File: src/sv/shc_pkg.sv
`timescale 1ns / 1ps
// ----------------------------------------------------------------------------
// shc_pkg: shared types and constants of the strip hit clusterer
// Word layouts, register indexes, sequencer states and the structs that run
// between the sequencer, the accumulator and the serial divider.
// ----------------------------------------------------------------------------
package shc_pkg;

	localparam int unsigned NUM_STRIPS_DEF = 1024;

	localparam int CHAN_W     = 10;
	localparam int CHARGE_W   = 16;
	localparam int POS_W      = 20;
	localparam int IDX_W      = 11;
	localparam int SIZE_W     = 11;
	localparam int SUM_W      = 26;
	localparam int WSUM_W     = 46;
	localparam int GAP_W      = 4;
	localparam int PROD_W     = CHARGE_W + 1 + POS_W;
	localparam int QUOT_W     = POS_W;
	localparam int STEP_W     = $clog2(QUOT_W);
	localparam int CFG_IDX_W  = 2;
	localparam int CFG_DATA_W = 16;

	localparam logic [CFG_IDX_W-1:0] REG_THRESHOLD = 2'd0;
	localparam logic [CFG_IDX_W-1:0] REG_GAP       = 2'd1;
	localparam logic [CFG_IDX_W-1:0] REG_ENABLE    = 2'd2;

	localparam logic [SIZE_W-1:0] SIZE_MAX = '1;
	localparam logic [SUM_W-1:0]  SUM_MAX  = '1;
	localparam logic signed [WSUM_W-1:0] WSUM_MAX = {1'b0, {(WSUM_W-1){1'b1}}};
	localparam logic signed [WSUM_W-1:0] WSUM_MIN = {1'b1, {(WSUM_W-1){1'b0}}};
	localparam logic signed [POS_W-1:0]  POS_MAX  = {1'b0, {(POS_W-1){1'b1}}};
	localparam logic signed [POS_W-1:0]  POS_MIN  = {1'b1, {(POS_W-1){1'b0}}};

	typedef struct packed {
		logic                     view;
		logic [CHAN_W-1:0]        strip_channel;
		logic [CHARGE_W-1:0]      strip_charge;
		logic signed [POS_W-1:0]  strip_position;
		logic                     event_end;
	} in_word_t;

	typedef struct packed {
		logic [IDX_W-1:0]         cluster_index;
		logic                     cluster_view;
		logic [CHAN_W-1:0]        seed_channel;
		logic [SIZE_W-1:0]        cluster_size;
		logic [SUM_W-1:0]         total_charge;
		logic signed [POS_W-1:0]  centroid;
		logic                     last_of_event;
	} out_word_t;

	typedef enum logic [2:0] {
		S_IDLE,
		S_EVAL,
		S_EMIT,
		S_DIVW,
		S_OUTW,
		S_HIT,
		S_ADD,
		S_POST
	} state_t;

	typedef enum logic {
		AFTER_HIT,
		AFTER_END
	} after_t;

	typedef struct packed {
		logic                     start;
		logic signed [WSUM_W-1:0] num;
		logic [SUM_W-1:0]         den;
	} div_cmd_t;

	typedef struct packed {
		logic                     busy;
		logic signed [QUOT_W-1:0] quot;
	} div_stat_t;

	typedef struct packed {
		logic                     add;
		logic                     start;
		logic [CHARGE_W-1:0]      charge;
		logic signed [POS_W-1:0]  pos;
	} acc_cmd_t;

	typedef struct packed {
		logic [SIZE_W-1:0]        count;
		logic [SUM_W-1:0]         charge_sum;
		logic signed [WSUM_W-1:0] wsum;
	} acc_stat_t;

endpackage

File: src/sv/shc_div.sv
`timescale 1ns / 1ps
// ----------------------------------------------------------------------------
// shc_div: serial centroid divider
// Shift-subtract division of the weighted sum magnitude by the charge sum,
// one quotient bit per cycle, top bit first; the top bit flags a clamp.
// ----------------------------------------------------------------------------
module shc_div (
	input  logic                clk,
	input  logic                arst_n,
	input  shc_pkg::div_cmd_t   cmd,
	output shc_pkg::div_stat_t  stat
);

	logic [shc_pkg::WSUM_W-1:0]   num_u;
	logic [shc_pkg::WSUM_W-1:0]   mag;
	logic [shc_pkg::WSUM_W-1:0]   rem_q;
	logic [shc_pkg::WSUM_W-1:0]   den_q;
	logic [shc_pkg::WSUM_W:0]     diff;
	logic                         ge;
	logic [shc_pkg::QUOT_W-1:0]   qbits_q;
	logic [shc_pkg::STEP_W-1:0]   step_q;
	logic                         busy_q;
	logic                         neg_q;
	logic                         zero_q;
	logic signed [shc_pkg::QUOT_W-1:0] qmag;

	assign num_u = cmd.num;
	assign mag   = num_u[shc_pkg::WSUM_W-1] ? (~num_u + 1'b1) : num_u;
	assign diff  = {1'b0, rem_q} - {1'b0, den_q};
	assign ge    = !diff[shc_pkg::WSUM_W];

	always_ff @(posedge clk or negedge arst_n) begin
		if (!arst_n) begin
			busy_q <= 1'b0;
			step_q <= '0;
		end else if (cmd.start) begin
			busy_q <= 1'b1;
			step_q <= shc_pkg::STEP_W'(shc_pkg::QUOT_W - 1);
		end else if (busy_q) begin
			if (step_q == '0) begin
				busy_q <= 1'b0;
			end
			step_q <= step_q - 1'b1;
		end
	end

	// divisor starts aligned to the clamp bit and walks down one place a cycle
	always_ff @(posedge clk) begin
		if (cmd.start) begin
			rem_q   <= mag;
			den_q   <= shc_pkg::WSUM_W'({cmd.den, {(shc_pkg::QUOT_W-1){1'b0}}});
			qbits_q <= '0;
			neg_q   <= cmd.num[shc_pkg::WSUM_W-1];
			zero_q  <= (cmd.den == '0);
		end else if (busy_q) begin
			if (ge) begin
				rem_q <= diff[shc_pkg::WSUM_W-1:0];
			end
			qbits_q <= {qbits_q[shc_pkg::QUOT_W-2:0], ge};
			den_q   <= den_q >> 1;
		end
	end

	assign qmag = $signed({1'b0, qbits_q[shc_pkg::QUOT_W-2:0]});

	always_comb begin
		stat.busy = busy_q;
		if (zero_q) begin
			stat.quot = '0;
		end else if (qbits_q[shc_pkg::QUOT_W-1]) begin
			stat.quot = neg_q ? shc_pkg::POS_MIN : shc_pkg::POS_MAX;
		end else begin
			stat.quot = neg_q ? -qmag : qmag;
		end
	end

endmodule

File: src/sv/shc_accum.sv
`timescale 1ns / 1ps
// ----------------------------------------------------------------------------
// shc_accum: cluster accumulator
// Registered charge-times-position product, then saturating updates of the
// hit count, charge sum and weighted position sum.
// ----------------------------------------------------------------------------
module shc_accum (
	input  logic                clk,
	input  logic                arst_n,
	input  shc_pkg::acc_cmd_t   cmd,
	output shc_pkg::acc_stat_t  stat
);

	logic signed [shc_pkg::PROD_W-1:0] prod;
	logic signed [shc_pkg::PROD_W-1:0] prod_s1;
	logic [shc_pkg::CHARGE_W-1:0]      charge_s1;
	logic                              valid_s1;
	logic                              start_s1;

	logic [shc_pkg::SIZE_W-1:0]        count_q;
	logic [shc_pkg::SUM_W-1:0]         charge_q;
	logic signed [shc_pkg::WSUM_W-1:0] wsum_q;

	logic [shc_pkg::SIZE_W-1:0]        base_count;
	logic [shc_pkg::SUM_W-1:0]         base_charge;
	logic signed [shc_pkg::WSUM_W-1:0] base_wsum;
	logic [shc_pkg::SUM_W:0]           charge_add;
	logic [shc_pkg::WSUM_W:0]          wsum_add;
	logic [shc_pkg::SIZE_W-1:0]        count_nx;
	logic [shc_pkg::SUM_W-1:0]         charge_nx;
	logic signed [shc_pkg::WSUM_W-1:0] wsum_nx;

	assign prod = $signed({1'b0, cmd.charge}) * cmd.pos;

	always_ff @(posedge clk or negedge arst_n) begin
		if (!arst_n) begin
			valid_s1 <= 1'b0;
		end else begin
			valid_s1 <= cmd.add;
		end
	end

	always_ff @(posedge clk) begin
		if (cmd.add) begin
			prod_s1   <= prod;
			charge_s1 <= cmd.charge;
			start_s1  <= cmd.start;
		end
	end

	always_comb begin
		base_count  = start_s1 ? '0 : count_q;
		base_charge = start_s1 ? '0 : charge_q;
		base_wsum   = start_s1 ? '0 : wsum_q;

		count_nx = (base_count == shc_pkg::SIZE_MAX) ? base_count : base_count + 1'b1;

		charge_add = {1'b0, base_charge} + (shc_pkg::SUM_W+1)'(charge_s1);
		charge_nx  = charge_add[shc_pkg::SUM_W] ? shc_pkg::SUM_MAX
		                                        : charge_add[shc_pkg::SUM_W-1:0];

		wsum_add = {base_wsum[shc_pkg::WSUM_W-1], base_wsum} + (shc_pkg::WSUM_W+1)'(prod_s1);
		if (wsum_add[shc_pkg::WSUM_W] != wsum_add[shc_pkg::WSUM_W-1]) begin
			wsum_nx = wsum_add[shc_pkg::WSUM_W] ? shc_pkg::WSUM_MIN : shc_pkg::WSUM_MAX;
		end else begin
			wsum_nx = wsum_add[shc_pkg::WSUM_W-1:0];
		end
	end

	always_ff @(posedge clk or negedge arst_n) begin
		if (!arst_n) begin
			count_q  <= '0;
			charge_q <= '0;
			wsum_q   <= '0;
		end else if (valid_s1) begin
			count_q  <= count_nx;
			charge_q <= charge_nx;
			wsum_q   <= wsum_nx;
		end
	end

	assign stat.count      = count_q;
	assign stat.charge_sum = charge_q;
	assign stat.wsum       = wsum_q;

endmodule

File: src/sv/strip_hit_clusterer.sv
`timescale 1ns / 1ps
// ----------------------------------------------------------------------------
// strip_hit_clusterer: charge-centroid cluster finder for strip readings
// Groups threshold-passing strips into clusters of neighbouring channels and
// emits each closed cluster with its size, total charge and centroid.
// ----------------------------------------------------------------------------
//  channel   direction  handshake              word
//  in        input      in_valid / in_stall    shc_pkg::in_word_t
//  out       output     out_valid / out_stall  shc_pkg::out_word_t
//  cfg       input      cfg_we                 cfg_index, cfg_data
//
//  A strip word is taken in the idle state; in_stall stays high until it is
//  done: S_EVAL for a non-hit, then S_HIT, S_ADD and S_POST for a hit, plus
//  for each cluster it closes S_EMIT (divider start), S_DIVW (the serial
//  divider steps until it is seen to finish) and S_OUTW (the hand-off).
//  The output register frees the block while a word waits; a stalled output
//  holds the sequencer only when the next cluster is ready to hand off.
//  Reset clears the cluster state and sets enable; no clearing pass.
// ----------------------------------------------------------------------------
module strip_hit_clusterer #(
	parameter int unsigned NUM_STRIPS = shc_pkg::NUM_STRIPS_DEF
) (
	input  logic                              clk,
	input  logic                              arst_n,
	input  logic                              in_valid,
	output logic                              in_stall,
	input  shc_pkg::in_word_t                 in_word,
	output logic                              out_valid,
	input  logic                              out_stall,
	output shc_pkg::out_word_t                out_word,
	input  logic                              cfg_we,
	input  logic [shc_pkg::CFG_IDX_W-1:0]     cfg_index,
	input  logic [shc_pkg::CFG_DATA_W-1:0]    cfg_data
);

	shc_pkg::state_t   state_q;
	shc_pkg::state_t   state_nx;
	shc_pkg::after_t   after_q;
	shc_pkg::in_word_t item_q;
	shc_pkg::out_word_t pend_q;
	shc_pkg::out_word_t out_word_q;
	shc_pkg::div_cmd_t  div_cmd;
	shc_pkg::div_stat_t div_stat;
	shc_pkg::acc_cmd_t  acc_cmd;
	shc_pkg::acc_stat_t acc_stat;

	logic [shc_pkg::CHARGE_W-1:0] thr_q;
	logic [shc_pkg::GAP_W-1:0]    gap_q;
	logic                         en_q;

	logic                         open_q;
	logic [shc_pkg::IDX_W-1:0]    counter_q;
	logic                         prev_view_q;
	logic [shc_pkg::CHAN_W-1:0]   prev_chan_q;
	logic [shc_pkg::CHAN_W-1:0]   seed_q;
	logic                         joins_q;
	logic                         last_q;
	logic                         out_valid_q;

	logic                         hit;
	logic                         joins;
	logic [shc_pkg::CHAN_W-1:0]   chan_delta;
	logic                         load_out;
	logic                         clr_evt;

	shc_accum u_accum (
		.clk    (clk),
		.arst_n (arst_n),
		.cmd    (acc_cmd),
		.stat   (acc_stat)
	);

	shc_div u_div (
		.clk    (clk),
		.arst_n (arst_n),
		.cmd    (div_cmd),
		.stat   (div_stat)
	);

	always_ff @(posedge clk or negedge arst_n) begin
		if (!arst_n) begin
			thr_q <= '0;
			gap_q <= '0;
			en_q  <= 1'b1;
		end else if (cfg_we) begin
			unique case (cfg_index)
				shc_pkg::REG_THRESHOLD: thr_q <= cfg_data;
				shc_pkg::REG_GAP:       gap_q <= cfg_data[shc_pkg::GAP_W-1:0];
				shc_pkg::REG_ENABLE:    en_q  <= cfg_data[0];
				default: ;
			endcase
		end
	end

	// hit and neighbour decode of the held strip
	always_comb begin
		chan_delta = (item_q.strip_channel > prev_chan_q) ? item_q.strip_channel - prev_chan_q
		                                                  : prev_chan_q - item_q.strip_channel;
		hit = (item_q.strip_charge > thr_q) && (32'(item_q.strip_channel) < NUM_STRIPS);
		joins = open_q && (item_q.view == prev_view_q) &&
		        ({1'b0, chan_delta} == (shc_pkg::CHAN_W+1)'(gap_q) + (shc_pkg::CHAN_W+1)'(1));
	end

	always_comb begin
		state_nx = state_q;
		unique case (state_q)
			shc_pkg::S_IDLE: begin
				if (in_valid) begin
					state_nx = shc_pkg::S_EVAL;
				end
			end
			shc_pkg::S_EVAL: begin
				if (!en_q) begin
					state_nx = shc_pkg::S_IDLE;
				end else if (hit && !joins && open_q) begin
					state_nx = shc_pkg::S_EMIT;
				end else if (hit) begin
					state_nx = shc_pkg::S_HIT;
				end else if (item_q.event_end && open_q) begin
					state_nx = shc_pkg::S_EMIT;
				end else begin
					state_nx = shc_pkg::S_IDLE;
				end
			end
			shc_pkg::S_EMIT: state_nx = shc_pkg::S_DIVW;
			shc_pkg::S_DIVW: begin
				if (!div_stat.busy) begin
					state_nx = shc_pkg::S_OUTW;
				end
			end
			shc_pkg::S_OUTW: begin
				if (!out_valid_q || !out_stall) begin
					state_nx = (after_q == shc_pkg::AFTER_HIT) ? shc_pkg::S_HIT : shc_pkg::S_IDLE;
				end
			end
			shc_pkg::S_HIT:  state_nx = shc_pkg::S_ADD;
			shc_pkg::S_ADD:  state_nx = shc_pkg::S_POST;
			shc_pkg::S_POST: begin
				state_nx = item_q.event_end ? shc_pkg::S_EMIT : shc_pkg::S_IDLE;
			end
			default: state_nx = shc_pkg::S_IDLE;
		endcase
	end

	always_comb begin
		in_stall       = (state_q != shc_pkg::S_IDLE);
		div_cmd.start  = (state_q == shc_pkg::S_EMIT);
		div_cmd.num    = acc_stat.wsum;
		div_cmd.den    = acc_stat.charge_sum;
		acc_cmd.add    = (state_q == shc_pkg::S_HIT);
		acc_cmd.start  = !joins_q;
		acc_cmd.charge = item_q.strip_charge;
		acc_cmd.pos    = item_q.strip_position;
		load_out       = (state_q == shc_pkg::S_OUTW) && (!out_valid_q || !out_stall);
		clr_evt        = 1'b0;
		unique case (state_q)
			shc_pkg::S_EVAL: clr_evt = !en_q || (!hit && item_q.event_end && !open_q);
			shc_pkg::S_OUTW: clr_evt = load_out && (after_q == shc_pkg::AFTER_END);
			default:         clr_evt = 1'b0;
		endcase
	end

	always_ff @(posedge clk or negedge arst_n) begin
		if (!arst_n) begin
			state_q     <= shc_pkg::S_IDLE;
			after_q     <= shc_pkg::AFTER_END;
			open_q      <= 1'b0;
			counter_q   <= '0;
			prev_view_q <= 1'b0;
			prev_chan_q <= '0;
			seed_q      <= '0;
			joins_q     <= 1'b0;
			last_q      <= 1'b0;
			out_valid_q <= 1'b0;
		end else begin
			state_q <= state_nx;

			if (state_q == shc_pkg::S_EVAL) begin
				joins_q <= joins;
				last_q  <= !(hit && !joins && open_q);
				after_q <= (hit && !joins && open_q) ? shc_pkg::AFTER_HIT : shc_pkg::AFTER_END;
			end
			if (state_q == shc_pkg::S_POST) begin
				last_q  <= 1'b1;
				after_q <= shc_pkg::AFTER_END;
			end

			if (state_q == shc_pkg::S_HIT) begin
				if (!joins_q) begin
					open_q <= 1'b1;
					seed_q <= item_q.strip_channel;
				end
				prev_view_q <= item_q.view;
				prev_chan_q <= item_q.strip_channel;
			end

			// advance the index per emitted cluster, drop it at event end or when disabled
			if (clr_evt) begin
				open_q    <= 1'b0;
				counter_q <= '0;
			end else if (state_q == shc_pkg::S_EMIT) begin
				counter_q <= counter_q + 1'b1;
			end

			if (load_out) begin
				out_valid_q <= 1'b1;
			end else if (!out_stall) begin
				out_valid_q <= 1'b0;
			end
		end
	end

	always_ff @(posedge clk) begin
		if (in_valid && !in_stall) begin
			item_q <= in_word;
		end
		if (state_q == shc_pkg::S_EMIT) begin
			pend_q.cluster_index <= counter_q;
			pend_q.cluster_view  <= prev_view_q;
			pend_q.seed_channel  <= seed_q;
			pend_q.cluster_size  <= acc_stat.count;
			pend_q.total_charge  <= acc_stat.charge_sum;
			pend_q.centroid      <= '0;
			pend_q.last_of_event <= last_q;
		end
		if (load_out) begin
			out_word_q          <= pend_q;
			out_word_q.centroid <= div_stat.quot;
		end
	end

	assign out_valid = out_valid_q;
	assign out_word  = out_word_q;

	a_div_idle_at_start: assert property (@(posedge clk) disable iff (!arst_n)
		(state_q == shc_pkg::S_EMIT) |-> !div_stat.busy)
		else $error("divider started while still busy");

	a_hit_committed: assert property (@(posedge clk) disable iff (!arst_n)
		(state_q == shc_pkg::S_POST) |-> (acc_stat.count != '0) && open_q)
		else $error("hit not committed before event end check");

	a_event_flush: assert property (@(posedge clk) disable iff (!arst_n)
		(load_out && pend_q.last_of_event) |=> (counter_q == '0) && !open_q)
		else $error("event end cluster left state behind");

endmodule
File: config.mk
export PLATFORM = sky130hd
export DESIGN_NAME = strip_hit_clusterer
export DESIGN_NICKNAME = d
export VERILOG_FILES = /design/src/sv/shc_pkg.sv /design/src/sv/shc_div.sv /design/src/sv/shc_accum.sv /design/src/sv/strip_hit_clusterer.sv
export SDC_FILE = /design/constraint.sdc
export NUM_CORES = 2
export LEC_CHECK = 0
export BUFFER_PORTS_ARGS = -buffer_cell sky130_fd_sc_hd__clkbuf_2
export CAP_MARGIN = 20
export CORE_ASPECT_RATIO = 0.7
export CORE_MARGIN = 4
export CORE_UTILIZATION = 61
export CTS_CLUSTER_DIAMETER = 50
export DETAILED_ROUTE_END_ITERATION = 10
export GPL_TIMING_DRIVEN = 0
export PLACE_DENSITY = 0.85
export SLEW_MARGIN = 20
export SYNTH_ARGS = -nofsm -noshare
export SYNTH_HDL_FRONTEND = slang
export SYNTH_SLANG_ARGS = --single-unit
File: constraint.sdc
create_clock -name clk -period 11.4 [get_ports clk]
set_clock_uncertainty 0.15 [all_clocks]
set_input_delay 0.57 -clock clk [delete_from_list [all_inputs] [get_ports clk]]
set_output_delay 0.57 -clock clk [all_outputs]
set_load 0.02 [all_outputs]
==> impl_results.html <==
<table>
<tr><th>Metric</th><th>Value</th></tr>
<tr><th colspan="2">Run status</th></tr>
<tr><td>Result of the run</td><td>complete, no violations</td></tr>
<tr><th colspan="2">Clock tree</th></tr>
<tr><td>Number of buffers created by CTS</td><td>54</td></tr>
<tr><td>Clock tree from TritonCTS</td><td>yes</td></tr>
<tr><td>Clock Sinks</td><td>506</td></tr>
<tr><td>Worst-Skew Late Latency</td><td>0.65 ns</td></tr>
<tr><td>CTS clk-pin slew, worst paths</td><td>0.06 ns</td></tr>
<tr><td>Number of levels in the clock H-tree</td><td>2</td></tr>
<tr><td>Number of gates resized after cts</td><td>0</td></tr>
<tr><td>Maximum number of buffers from clock root to sink</td><td>3</td></tr>
<tr><td>Buffers inserted during post-CTS setup optimization</td><td>0</td></tr>
<tr><td>Root buffer cell</td><td>sky130_fd_sc_hd__clkbuf_16</td></tr>
<tr><th colspan="2">Cells and area</th></tr>
<tr><td>Share of cells above drive strength 1</td><td>7.097%</td></tr>
<tr><td>Fill count</td><td>4808</td></tr>
<tr><td>Total inserted antenna cells</td><td>0</td></tr>
<tr><td>Nets</td><td>4947</td></tr>
<tr><td>Commonest cells after routing, fill and taps aside</td><td>sky130_fd_sc_hd__inv_1 (578), sky130_fd_sc_hd__nand2_1 (417), sky130_fd_sc_hd__fa_1 (326)</td></tr>
<tr><td>Signed area change from the synthesized netlist to the final layout</td><td>11.09%</td></tr>
<tr><td>Most common library cell in the layout ignoring fill and taps</td><td>sky130_fd_sc_hd__inv_1</td></tr>
<tr><th colspan="2">Routing</th></tr>
<tr><td>DRC marker count from the first detailed-route iteration</td><td>3158</td></tr>
<tr><td>Vias per cell</td><td>5.894</td></tr>
<tr><td>Drc violations</td><td>0</td></tr>
<tr><td>Detailed-route wire length per cell</td><td>20.34 um</td></tr>
<tr><td>DRT Wirelength</td><td>105.4 mm</td></tr>
<tr><td>Initial DRT Pass Iterations</td><td>6</td></tr>
<tr><td>Vias</td><td>30548</td></tr>
<tr><td>Remaining number of nets flagged by the antenna check after routing</td><td>0</td></tr>
<tr><th colspan="2">STA</th></tr>
<tr><td>Setup repair after global routing missed its margin</td><td>false</td></tr>
<tr><td>Final max-slew violation count</td><td>0</td></tr>
<tr><td>Post-Route Hold Slack</td><td>0.01984 ns</td></tr>
<tr><td>Setup violators final</td><td>0</td></tr>
<tr><td>Fin worst setup slack</td><td>3.066 ns</td></tr>
<tr><td>Worst slew pin tran</td><td>1.158 ns</td></tr>
<tr><td>Minimum clock period</td><td>8.334 ns</td></tr>
<tr><td>Fraction of the cycle the final worst path needs</td><td>73.10%</td></tr>
<tr><td>Worst slew margin relative to its limit</td><td>22.77%</td></tr>
<tr><td>Setup tns final</td><td>0 ns</td></tr>
<tr><td>Maximum frequency from static timing analysis</td><td>0.1200 GHz</td></tr>
<tr><td>Final hold viol count</td><td>0</td></tr>
<tr><th colspan="2">Synthesis</th></tr>
<tr><td>Synthesized area per cell</td><td>9.736 um2</td></tr>
<tr><td>Area share of fa/ha/maj cells after synthesis</td><td>24.30%</td></tr>
<tr><td>Count of state elements after synthesis</td><td>506</td></tr>
<tr><td>Simple-gate share of the synthesized area</td><td>13.93%</td></tr>
<tr><td>Dominant combinational cell family by area after synthesis</td><td>adder cells</td></tr>
<tr><td>Number of flops mapped to enable cells by yosys</td><td>316</td></tr>
<tr><td>Synthesized-area fraction occupied by xor and xnor cells</td><td>4.857%</td></tr>
<tr><td>Unique masters post-synth</td><td>80</td></tr>
<tr><td>Synth Area in Compound Gates</td><td>12.14%</td></tr>
<tr><td>Instance count of the mapped netlist</td><td>4038</td></tr>
<tr><td>Synthesis warning total</td><td>0</td></tr>
<tr><td>Main synth FF type</td><td>sky130_fd_sc_hd__edfxtp_1</td></tr>
<tr><td>Synth async-reset ratio</td><td>29.84%</td></tr>
<tr><td>Multiplexer share of the synthesized area</td><td>1.862%</td></tr>
<tr><td>Synth Cell Area</td><td>0.03931 mm2</td></tr>
<tr><td>Syn_nets</td><td>4677</td></tr>
<tr><td>Sequential-to-total area share from yosys stat</td><td>35.74%</td></tr>
<tr><th colspan="2">Floorplan</th></tr>
<tr><td>Number of core rows</td><td>77</td></tr>
<tr><td>DIE WIDTH</td><td>311.4 um</td></tr>
<tr><td>I/O pin count</td><td>153</td></tr>
<tr><td>Die Height</td><td>220.4 um</td></tr>
<tr><td>Initial standard-cell utilization of the core</td><td>61.92%</td></tr>
<tr><td>Die ar.</td><td>0.06864 mm2</td></tr>
<tr><td>Core Area</td><td>0.06349 mm2</td></tr>
<tr><th colspan="2">Place</th></tr>
<tr><td>Port bufs</td><td>152</td></tr>
<tr><td>Post-DP HPWL</td><td>81.79 mm</td></tr>
<tr><td>Global placement routability congestion</td><td>1.033</td></tr>
<tr><td>DP Worst Slack</td><td>3.251 ns</td></tr>
<tr><th colspan="2">GRT</th></tr>
<tr><td>First-pass GRT wire length</td><td>165.1 mm</td></tr>
<tr><td>Pin count of the biggest net entering global routing</td><td>86</td></tr>
<tr><td>GRT Resource Usage Total</td><td>30.86%</td></tr>
<tr><td>Vias in the first global route</td><td>29662</td></tr>
<tr><td>Antenna violations before repair</td><td>2</td></tr>
<tr><td>Total global routing overflow</td><td>0</td></tr>
<tr><th colspan="2">Setup path</th></tr>
<tr><td>Startpoint of the worst register-to-register path</td><td>acc_cmd[32]</td></tr>
<tr><td>Reg-to-reg setup timing slack</td><td>3.07 ns</td></tr>
<tr><td>Critical path class</td><td>reg2reg</td></tr>
<tr><td>Crit path buf inv count</td><td>5</td></tr>
<tr><td>Crit Path Max Fanout</td><td>10</td></tr>
<tr><td>Required time at the worst-slack endpoint</td><td>11.61 ns</td></tr>
<tr><td>Ordered cell list for the critical path</td><td>clkbuf_1 &gt; clkbuf_1 &gt; nand2_1 &gt; fa_1 &gt; inv_1 &gt; fa_1 &gt; fa_1 &gt; fa_1 &gt; fa_1 &gt; inv_1 &gt; fa_1 &gt; inv_1 &gt; ha_1 &gt; a21o_1 &gt; a21oi_1 &gt; o21ai_0 &gt; a21o_1 &gt; a32o_1 &gt; o21ai_0 &gt; o21ai_0 &gt; a311oi_1 &gt; xnor2_1</td></tr>
<tr><td>Library cell appearing most often on the critical path</td><td>sky130_fd_sc_hd__fa_1</td></tr>
<tr><td>Crit. End Element</td><td>flip-flop</td></tr>
<tr><td>Top cell family by delay on the critical path</td><td>adder cells</td></tr>
<tr><td>Endpoint of the most critical register-to-register path</td><td>u_accum.prod_s1[36]</td></tr>
<tr><td>Worst reg-to-reg path cell count</td><td>22</td></tr>
<tr><td>Worst EP arrival</td><td>8.54 ns</td></tr>
<tr><td>End point of the critical path</td><td>u_accum.prod_s1[36]</td></tr>
<tr><td>Cell count along the critical path</td><td>22</td></tr>
<tr><td>Crit path launch</td><td>acc_cmd[32]</td></tr>
<tr><td>Worst Setup Start Kind</td><td>flip-flop</td></tr>
<tr><td>Largest stage delay on the critical path</td><td>0.77 ns</td></tr>
<tr><td>Highest-delay cell along the critical path</td><td>sky130_fd_sc_hd__edfxtp_1</td></tr>
<tr><th colspan="2">Hold path</th></tr>
<tr><td>Path category of the worst min-delay check</td><td>in2reg</td></tr>
<tr><th colspan="2">Flow run</th></tr>
<tr><td>Max-capacitance violation count</td><td>0</td></tr>
</table>
[cell usage after synthesis (all sizes together) (8+ instances only)]
master | count | share of area (%)
ha | 242 | 7.7
or3 | 21 | 0.35
clkbuf | 150 | 1.4
o22ai | 50 | 0.80
o31ai | 23 | 0.51
nor3 | 27 | 0.37
mux2 | 25 | 0.72
inv | 579 | 5.5
o41ai | 12 | 0.32
nand2 | 417 | 4.0
fa | 326 | 17
or4 | 9 | 0.19
a31oi | 38 | 0.60
nor2 | 314 | 3.0
a21o | 80 | 1.5
nand2b | 27 | 0.43
a211oi | 15 | 0.29
xnor2 | 151 | 3.4
nor3b | 11 | 0.21
nand3 | 79 | 1.0
and2 | 145 | 2.3
a211o | 8 | 0.18
o211ai | 18 | 0.34
o21ai | 171 | 2.2
edfxtp | 316 | 24
dfxtp | 39 | 2.0
a21oi | 208 | 2.6
dfrtp | 149 | 9.5
nor4 | 11 | 0.18
nor2b | 47 | 0.75
mux2i | 45 | 1.1
and3 | 18 | 0.29
o21bai | 23 | 0.44
nand4 | 34 | 0.54
xor2 | 67 | 1.5
buf | 19 | 0.21
o21a | 32 | 0.61
[flip-flops by register name, indices dropped and copies added (netlist names), 3 cells and up]
register	cells
thr_q	16
pend_q	60
counter_q	11
u_accum.count_q	11
u_accum.charge_s1	16
u_div.rem_q	46
acc_cmd	36
u_accum.wsum_q	46
gap_q	4
out_word	80
prev_chan_q	10
state_q	3
u_accum.charge_q	26
u_div.den_q	45
item_q	12
seed_q	10
u_div.qbits_q	20
u_accum.prod_s1	37
u_div.step_q	5
[cell families (layout without fill, tap and decap cells)]
kind of cell,Yosys count,count (layout)
XOR/XNOR,218,218
flip-flops,506,506
multiplexers,70,70
AND/OR/NAND/NOR,1177,1177
AO/OA/AOI/OAI,751,751
buffers and inverters,748,1064
adder cells (fa/ha/maj),568,568
[metrics by stage]
step | utilization (%) | instance area [um2] | std cells
after floorplan | - | 39310 | 4038
after global placement | 64.75 | 41110 | 5019
after detailed placement | 65.07 | 41310 | 5026
after CTS | 68.77 | 43660 | 5183
after global routing | 68.78 | 43670 | 5183
final | 68.78 | 43670 | 5183
[final cells by class]
class	count	area, um2	share of cell area, %
multi-input cells	2784	22480	51.48
plain buffers	169	648.1	1.484
clock buffers	69	1459	3.341
inverters	579	2176	4.982
well taps	829	1037	2.375
clock inverters	33	340.3	0.7793
repair buffers	214	1478	3.384
flip-flops and latches	506	14050	32.17
[worst min-delay path by stage]
stage / start / endpoint / cells past startpoint / slack, ns
2_1_floorplan: arst_n / counter_q[0] / 0 / 0.12
3_3_place_gp: pend_q[33] / out_word[33] / 0 / 0.25
3_5_place_dp: pend_q[21] / out_word[21] / 0 / 0.25
4_1_cts: cfg_data[8] / thr_q[8] / 3 / 0.0006
5_1_grt: cfg_data[8] / thr_q[8] / 3 / 0.02
6_report: cfg_data[8] / thr_q[8] / 3 / 0.02
[routing by layer]
layer  global-route usage (%)  up-vias  part of all wire [%]
met5                        0        -                     0
met4                    6.944        0                   2.2
met3                    11.39      165                    14
met2                    44.26     1560                    41
met1                    45.06    14815                    43
li1                         -    14008                     -
[tightest hold or removal path: cells and delay by family]
family	cells	cell delay, ns
and+or+nand+nor	1	0.06
AOI/OAI and AO/OA	1	0.06
buffers and inverters	1	0.08
[timing repair]
action / CTS / global route
endpoints found under the setup margin: 0 / 0
hold buffers: 55 / 0
hold endpoints to repair: 118 / 0
Power is not shown: default switching activity piles up to over one toggle a cycle in this logic, so the estimate is an artifact.
